==> config.mk <==
export PLATFORM = sky130hd
export DESIGN_NAME = biquad_lowpass_filter
export DESIGN_NICKNAME = d
export VERILOG_FILES = /design/src/sv/bqlp_pkg.sv /design/src/sv/biquad_lowpass_filter.sv
export SDC_FILE = /design/constraint.sdc
export NUM_CORES = 2
export LEC_CHECK = 0
export ABC_AREA = 1
export BUFFER_PORTS_ARGS = -buffer_cell sky130_fd_sc_hd__clkbuf_2
export CAP_MARGIN = 20
export CORE_UTILIZATION = 50
export CTS_CLUSTER_SIZE = 20
export DETAILED_ROUTE_END_ITERATION = 8
export PLACE_DENSITY = 0.66
export SYNTH_ARGS = -nofsm -noshare
export SYNTH_HDL_FRONTEND = slang
export SYNTH_SLANG_ARGS = --single-unit
==> constraint.sdc <==
create_clock -name clk -period 20.7 [get_ports clk]
set_input_delay 1.035 -clock clk [delete_from_list [all_inputs] [get_ports clk]]
set_output_delay 1.035 -clock clk [all_outputs]
set_load 0.03 [all_outputs]
==> src/sv/bqlp_pkg.sv <==
package bqlp_pkg;

  localparam int SAMPLE_BITS_DEF = 24;
  localparam int COEF_BITS_DEF   = 32;
  localparam int CFG_IDX_W       = 3;

  typedef enum logic [CFG_IDX_W-1:0] {
    REG_FB1 = 3'd0,
    REG_FB2 = 3'd1,
    REG_FF0 = 3'd2,
    REG_FF1 = 3'd3,
    REG_FF2 = 3'd4
  } cfg_idx_t;

  typedef enum logic [2:0] {
    S_IDLE,
    S_FB2,
    S_FF1,
    S_MID,
    S_FZ,
    S_LAST,
    S_OUT
  } state_t;

  typedef enum logic [2:0] {
    MUL_NONE,
    MUL_FB1,
    MUL_FB2,
    MUL_FF1,
    MUL_FF2,
    MUL_FZ
  } mul_sel_t;

  typedef enum logic [2:0] {
    ACC_HOLD,
    ACC_LOAD_X,
    ACC_SUB,
    ACC_ADD,
    ACC_LOAD_PROD
  } acc_op_t;

  typedef struct packed {
    mul_sel_t mul_sel;
    acc_op_t  acc_op;
    logic     m_load;
    logic     out_load;
    logic     in_ready;
  } ctrl_t;

endpackage

==> src/sv/biquad_lowpass_filter.sv <==
// an accepted input runs the six sequencer steps S_FB2 to S_OUT, and S_OUT
// loads the registered result and out_valid; the next sample is accepted only in
// the idle state after them, and S_OUT waits while a pending result is not taken
// the single shared multiplier forms the five products in sequence, and the
// accumulator adds the last one in the cycle after it is formed
// synchronous active-low reset clears the delays and the output valid flag and
// loads the coefficients for pass-through (forward_zero = 1.0, others 0)
module biquad_lowpass_filter import bqlp_pkg::*; #(
  parameter int SAMPLE_BITS = SAMPLE_BITS_DEF,
  parameter int COEF_BITS   = COEF_BITS_DEF
) (
  input  logic                          clk,
  input  logic                          rst_n,
  input  logic                          cfg_we,
  input  logic [CFG_IDX_W-1:0]          cfg_index,
  input  logic [COEF_BITS-1:0]          cfg_data,
  input  logic                          in_valid,
  output logic                          in_ready,
  input  logic signed [SAMPLE_BITS-1:0] in_sample_in,
  output logic                          out_valid,
  input  logic                          out_ready,
  output logic signed [SAMPLE_BITS-1:0] out_sample_out,
  output logic                          out_clipped
);

  localparam int D  = SAMPLE_BITS + 8;
  localparam int F  = COEF_BITS - 4;
  localparam int PW = D + COEF_BITS;
  localparam int AW = PW + 2;

  state_t state_r, state_nxt;
  ctrl_t  ctrl;

  logic signed [COEF_BITS-1:0] fb1_r, fb2_r, ff0_r, ff1_r, ff2_r;
  logic signed [D-1:0]         d1_r, d2_r, m_r;
  logic signed [PW-1:0]        prod_r;
  logic signed [AW-1:0]        acc_r;
  logic                        clip_r;
  logic                        out_valid_r;
  logic signed [SAMPLE_BITS-1:0] out_sample_r;
  logic                        out_clipped_r;

  logic signed [COEF_BITS-1:0] mul_a;
  logic signed [D-1:0]         mul_b;
  logic signed [PW-1:0]        prod_nxt;
  logic signed [AW-1:0]        acc_nxt, acc_sh, acc_x, acc_half, prod_ext;
  logic [AW-D:0]               m_hi;
  logic [AW-SAMPLE_BITS:0]     y_hi;
  logic                        m_ovf, y_ovf;
  logic signed [D-1:0]         m_sat;
  logic signed [SAMPLE_BITS-1:0] y_sat;

  // sequencer
  always_comb begin
    state_nxt = state_r;
    case (state_r)
      S_IDLE: if (in_valid) state_nxt = S_FB2;
      S_FB2:  state_nxt = S_FF1;
      S_FF1:  state_nxt = S_MID;
      S_MID:  state_nxt = S_FZ;
      S_FZ:   state_nxt = S_LAST;
      S_LAST: state_nxt = S_OUT;
      S_OUT:  if (!out_valid_r || out_ready) state_nxt = S_IDLE;
      default: state_nxt = S_IDLE;
    endcase
  end

  always_comb begin
    ctrl = '{mul_sel: MUL_NONE, acc_op: ACC_HOLD, m_load: 1'b0,
             out_load: 1'b0, in_ready: 1'b0};
    case (state_r)
      S_IDLE: begin
        ctrl.in_ready = 1'b1;
        if (in_valid) begin
          ctrl.mul_sel = MUL_FB1;
          ctrl.acc_op  = ACC_LOAD_X;
        end
      end
      S_FB2: begin
        ctrl.mul_sel = MUL_FB2;
        ctrl.acc_op  = ACC_SUB;
      end
      S_FF1: begin
        ctrl.mul_sel = MUL_FF1;
        ctrl.acc_op  = ACC_SUB;
      end
      S_MID: begin
        ctrl.mul_sel = MUL_FF2;
        ctrl.acc_op  = ACC_LOAD_PROD;
        ctrl.m_load  = 1'b1;
      end
      S_FZ: begin
        ctrl.mul_sel = MUL_FZ;
        ctrl.acc_op  = ACC_ADD;
      end
      S_LAST: ctrl.acc_op = ACC_ADD;
      S_OUT:  ctrl.out_load = !out_valid_r || out_ready;
      default: ;
    endcase
  end

  // shared multiplier
  always_comb begin
    mul_a = fb1_r;
    mul_b = d1_r;
    case (ctrl.mul_sel)
      MUL_FB1: begin mul_a = fb1_r; mul_b = d1_r; end
      MUL_FB2: begin mul_a = fb2_r; mul_b = d2_r; end
      MUL_FF1: begin mul_a = ff1_r; mul_b = d1_r; end
      MUL_FF2: begin mul_a = ff2_r; mul_b = d2_r; end
      MUL_FZ:  begin mul_a = ff0_r; mul_b = m_r; end
      default: ;
    endcase
  end

  assign prod_nxt = (ctrl.mul_sel == MUL_NONE) ? prod_r : mul_a * mul_b;

  // accumulator, rounding constant folded in at load
  assign acc_half = {{(AW-1){1'b0}}, 1'b1} << (F - 1);
  assign acc_x    = ({{(AW-SAMPLE_BITS){in_sample_in[SAMPLE_BITS-1]}}, in_sample_in} << F)
                    + acc_half;
  assign prod_ext = {{2{prod_r[PW-1]}}, prod_r};

  always_comb begin
    case (ctrl.acc_op)
      ACC_LOAD_X:    acc_nxt = acc_x;
      ACC_SUB:       acc_nxt = acc_r - prod_ext;
      ACC_ADD:       acc_nxt = acc_r + prod_ext;
      ACC_LOAD_PROD: acc_nxt = acc_half + prod_ext;
      default:       acc_nxt = acc_r;
    endcase
  end

  // round and saturate
  assign acc_sh = acc_r >>> F;
  assign m_hi   = acc_sh[AW-1:D-1];
  assign m_ovf  = !((&m_hi) || !(|m_hi));
  assign m_sat  = m_ovf ? {acc_sh[AW-1], {(D-1){~acc_sh[AW-1]}}} : acc_sh[D-1:0];
  assign y_hi   = acc_sh[AW-1:SAMPLE_BITS-1];
  assign y_ovf  = !((&y_hi) || !(|y_hi));
  assign y_sat  = y_ovf ? {acc_sh[AW-1], {(SAMPLE_BITS-1){~acc_sh[AW-1]}}}
                        : acc_sh[SAMPLE_BITS-1:0];

  always_ff @(posedge clk) begin
    if (!rst_n) begin
      state_r     <= S_IDLE;
      out_valid_r <= 1'b0;
      fb1_r       <= '0;
      fb2_r       <= '0;
      ff0_r       <= {{(COEF_BITS-1){1'b0}}, 1'b1} << F;
      ff1_r       <= '0;
      ff2_r       <= '0;
      d1_r        <= '0;
      d2_r        <= '0;
    end else begin
      state_r <= state_nxt;
      if (cfg_we) begin
        case (cfg_index)
          REG_FB1: fb1_r <= cfg_data;
          REG_FB2: fb2_r <= cfg_data;
          REG_FF0: ff0_r <= cfg_data;
          REG_FF1: ff1_r <= cfg_data;
          REG_FF2: ff2_r <= cfg_data;
          default: ;
        endcase
      end
      if (ctrl.out_load) begin
        out_valid_r <= 1'b1;
        d2_r        <= d1_r;
        d1_r        <= m_r;
      end else if (out_ready) begin
        out_valid_r <= 1'b0;
      end
    end
  end

  always_ff @(posedge clk) begin
    prod_r <= prod_nxt;
    acc_r  <= acc_nxt;
    if (ctrl.m_load) begin
      m_r    <= m_sat;
      clip_r <= m_ovf;
    end
    if (ctrl.out_load) begin
      out_sample_r  <= y_sat;
      out_clipped_r <= clip_r | y_ovf;
    end
  end

  assign in_ready       = ctrl.in_ready;
  assign out_valid      = out_valid_r;
  assign out_sample_out = out_sample_r;
  assign out_clipped    = out_clipped_r;

  a_accept_starts: assert property (@(posedge clk) disable iff (!rst_n)
    in_valid && in_ready |=> state_r == S_FB2)
    else $error("accepted transaction did not start the sequence");

  a_out_from_seq: assert property (@(posedge clk) disable iff (!rst_n)
    $rose(out_valid) |-> $past(state_r) == S_OUT)
    else $error("output raised outside the output step");

  a_no_overwrite: assert property (@(posedge clk) disable iff (!rst_n)
    state_r == S_OUT && out_valid && !out_ready |=> state_r == S_OUT && out_valid)
    else $error("pending result dropped");

endmodule

==> summary.log <==
INFO  drt            avgViaCountPerCell=5.67
INFO  synthesis      post_synth_inst_count=7,679
INFO  drt            detailedRoute.firstIterationViolations=5,267
INFO  critical_path  max_stage_delay_on_crit_path=950ps
INFO  layout         final_nets=9,037
INFO  synthesis      post_synthesis_net_count=9,078
INFO  drt            route.antenna.remaining_nets=0
INFO  critical_path  reg2reg_from=state_r[2]
INFO  timing         fmax=89.4MHz
INFO  synthesis      synth-main-ff-cell=dfxtp_1
INFO  global_route   grt_pass1_vias=53,300
INFO  synthesis      synth-seq-area-share=16.9%
INFO  synthesis      synth-warning-count=0
INFO  global_route   met2_global_route_usage=58.5%
INFO  place          gp_routability_congestion=1.06
INFO  floorplanning  row_count=127
INFO  timing         finalHoldViolCount=0
INFO  clock_tree     clkTransAtPathRegs=60ps
INFO  timing         grt_setup_unrepaired=no
INFO  synthesis      synth_top_family_by_area=adder cells
INFO  clock_tree     cts_max_path_buffers=3
INFO  timing         hold_slack=443ps
INFO  synthesis      post_synth_mux_area_share=0%
INFO  global_route   gr-usage-met3=7.61%
INFO  flow_run       max_capacitance_violation_count=0
INFO  synthesis      post_synth_fa_ha_maj_area_fraction=41.0%
INFO  hold_path      holdCritStartpoint=ff1_r[23]
INFO  synthesis      yosysTopAreaCell=fa_1
INFO  synthesis      yosys_register_bits=416
INFO  clock_tree     clk_latency=620ps
INFO  critical_path  worst_setup_path_start_kind=flop
INFO  floorplanning  die_area=122,000µm²
INFO  floorplanning  start_util=50.5%
INFO  global_route   gr-max-usage-layer=met2
INFO  critical_path  timing.setup.critical_path_class=reg -> reg
INFO  clock_tree     tritoncts=built
INFO  power_and_ir_drop leakage=30.2nW
INFO  hold_path      whs_path_depth=2
INFO  global_route   antenna_violations_before_repair=0
INFO  timing         min_period=11,190ps
INFO  critical_path  arrival_time_of_data_at_the_critical_path_endpoint=11,560ps
INFO  hold_path      holdCritPathClass=reg -> reg
INFO  clock_tree     clk_root_buffer_cell=clkbuf_16
INFO  global_route   grt_start_max_net_pins=115
INFO  critical_path  worst_path_dominant_cell_family=adder cells
INFO  critical_path  worst-path-max-fanout=62
INFO  critical_path  crit_start=state_r[2]
INFO  drt            final_wirelength=226mm
INFO  timing         slew_at_the_pin_closest_to_its_max_slew_limit=1180ps
INFO  timing         setup_tns=0ps
INFO  critical_path  cp_data_required_time=21,070ps
INFO  clock_tree     cts.repair_timing.setup_buffer_count=0
INFO  drt            post_drt_wl_per_cell=24.3µm
INFO  timing         final.period_utilization=54.0%
INFO  floorplanning  core_outline_area=120,000µm²
INFO  critical_path  worst_path_most_repeated_cell=fa_1
INFO  clock_tree     cts_resized=0
INFO  global_route   overflow=0
INFO  place          port_buffers=90
INFO  layout         flow.area_growth_from_synthesis=6.38%
INFO  timing         maxSlewViolCount=0
INFO  synthesis      synth-edff-count=188
INFO  floorplanning  design.portCount=91
INFO  drt            drc_errors=0
INFO  timing         setup_viol=0
INFO  layout         fraction_of_layout_instances_using_a_drive_strength_above_1=4.89%
INFO  synthesis      yosys.area_share.xor_xnor=1.97%
INFO  power_and_ir_drop worst_case_vdd_ir_drop=0.0667mV
INFO  layout         largestRegisters=acc_r: 66 flops, prod_r: 64 flops
INFO  critical_path  crit_path_end_kind=flop
INFO  place          dpl.hpwl=184mm
INFO  clock_tree     cts_hold_bufs=0
INFO  floorplanning  chipWidth=350µm
INFO  global_route   met1_usage=49.9%
INFO  clock_tree     numCtsBuffers=48
INFO  synthesis      synth_compound_gate_area_share=9.41%
INFO  global_route   grt_pass1_wl=339mm
INFO  clock_tree     clock_tree.htree_level_count=2
INFO  timing         finalClockSkew=25.3ps
INFO  layout         top_register_by_number_of_flip_flops=acc_r
INFO  synthesis      synth_cell_type_count=49
INFO  global_route   grtUsageTotal=37.4%
INFO  synthesis      synth.avg_cell_area=7.88µm²
INFO  drt            detailed_route_via_count=52,700
INFO  synthesis      syn_area=60,500µm²
INFO  floorplanning  die_height=350µm
INFO  synthesis      yosys-top-cells-area=fa_1 (36%), inv_1 (9.7%), edfxtp_1 (9.3%)
INFO  layout         number_of_flip_flops_under_the_largest_register_name=66
INFO  clock_tree     numClockSinks=416
INFO  critical_path  buffers_inverters_on_critical_path=10
INFO  outcome        run_status=finished clean
INFO  synthesis      synth_top_cell_area_share=35.8%
INFO  drt            drt_pre_antenna_iters=6
INFO  synthesis      postSynth.asyncResetShare=0%
INFO  power_and_ir_drop pwr_density_cell=75.3nW/µm²
INFO  critical_path  number_of_cells_traversed_by_the_worst_register_to_register_path=34
INFO  synthesis      synth_simple_gate_area_share=18.9%
INFO  critical_path  cpMaxStageDelayCell=fa_1
INFO  timing         timing.slew.headroom=21.1%
INFO  critical_path  worstSetupPathDepth=34
[worst register-to-register path: cells and delay by family, from the launching register on]
kind,cells,cell delay [ps]
adder cells (fa/ha/maj),9,5500
buffers and inverters,10,2180
AO/OA/AOI/OAI,7,1420
AND/OR/NAND/NOR,8,1390
flip-flops,1,460
[per-stage QoR]
stage | worst slack, ps | utilization [%] | power, mW | cell area, µm² | std cells
floorplan | 12280 | - | 2.80 | 60500 | 7679
finish | 9510 | 53.7 | 4.85 | 64400 | 9290
detailed placement | 9530 | 52.3 | 3.90 | 62800 | 9200
global route | 8770 | 53.7 | 5.12 | 64400 | 9288
CTS | 9500 | 53.7 | 4.80 | 64400 | 9288
global placement | 9680 | 52.3 | 3.90 | 62700 | 9199
[layout by cell type (no fill, tap or decap), types with 56 or more instances in the layout]
cell type / instances
nor2_1: 1222
inv_1: 1559
ha_1: 252
buf_4: 100
edfxtp_1: 188
a21oi_1: 332
nand2_1: 1276
dfxtp_1: 228
fa_1: 1083
o21ai_0: 469
clkbuf_2: 89
nand3_1: 220
nand4_1: 56
xor2_1: 111
[path summary, 6_finish.rpt]
path                 to  slack [ps]
max          prod_r[60]        9510
min           ff1_r[23]         440
max reg2reg  prod_r[60]        9510
min reg2reg   ff1_r[23]         440
[cell type report]
cell class / instances / area [µm²]
fill: 11600 / 55600
multi-input combinational: 5381 / 43300
sequential: 416 / 10200
inverter: 1601 / 6010
tap: 1612 / 2020
clock buffer: 59 / 1300
timing repair buffer: 190 / 1220
clock inverter: 29 / 312
antenna: 2 / 5.00
[routing by layer]
metal	part of all wire, %	vias up
met3	9.5	508
met1	40	26300
li1	-	23300
met2	45	2632
met5	0.17	-
met4	5.2	5
[cell families (layout without fill, tap and decap cells)]
| logic type | after synthesis | count (layout) |
|---|---|---|
| AOI/OAI and AO/OA | 1028 | 1028 |
| xor gates and xnor gates | 136 | 136 |
| adders and majority gates | 1335 | 1335 |
| buffers and inverters | 1882 | 1879 |
| DFF | 416 | 416 |
| other | 0 | 2 |
| and+or+nand+nor | 2882 | 2882 |
[report_power, final]
group	switching (mW)	internal, mW
Combinational	2.04	0.730
Clock	0.386	0.503
Sequential	0.143	1.05
[Yosys cell counts, types with 56 or more instances]
cell type and number:
nand2_1 1278, inv_1 1560, ha_1 252, buf_2 61, clkbuf_1 213, xor2_1 111, nor2_1 1226, nand3_1 222
fa_1 1083, a21oi_1 347, o21ai_0 472, dfxtp_1 228, nand4_1 56, edfxtp_1 188
Note: power is estimated with default switching activity, not from simulation.
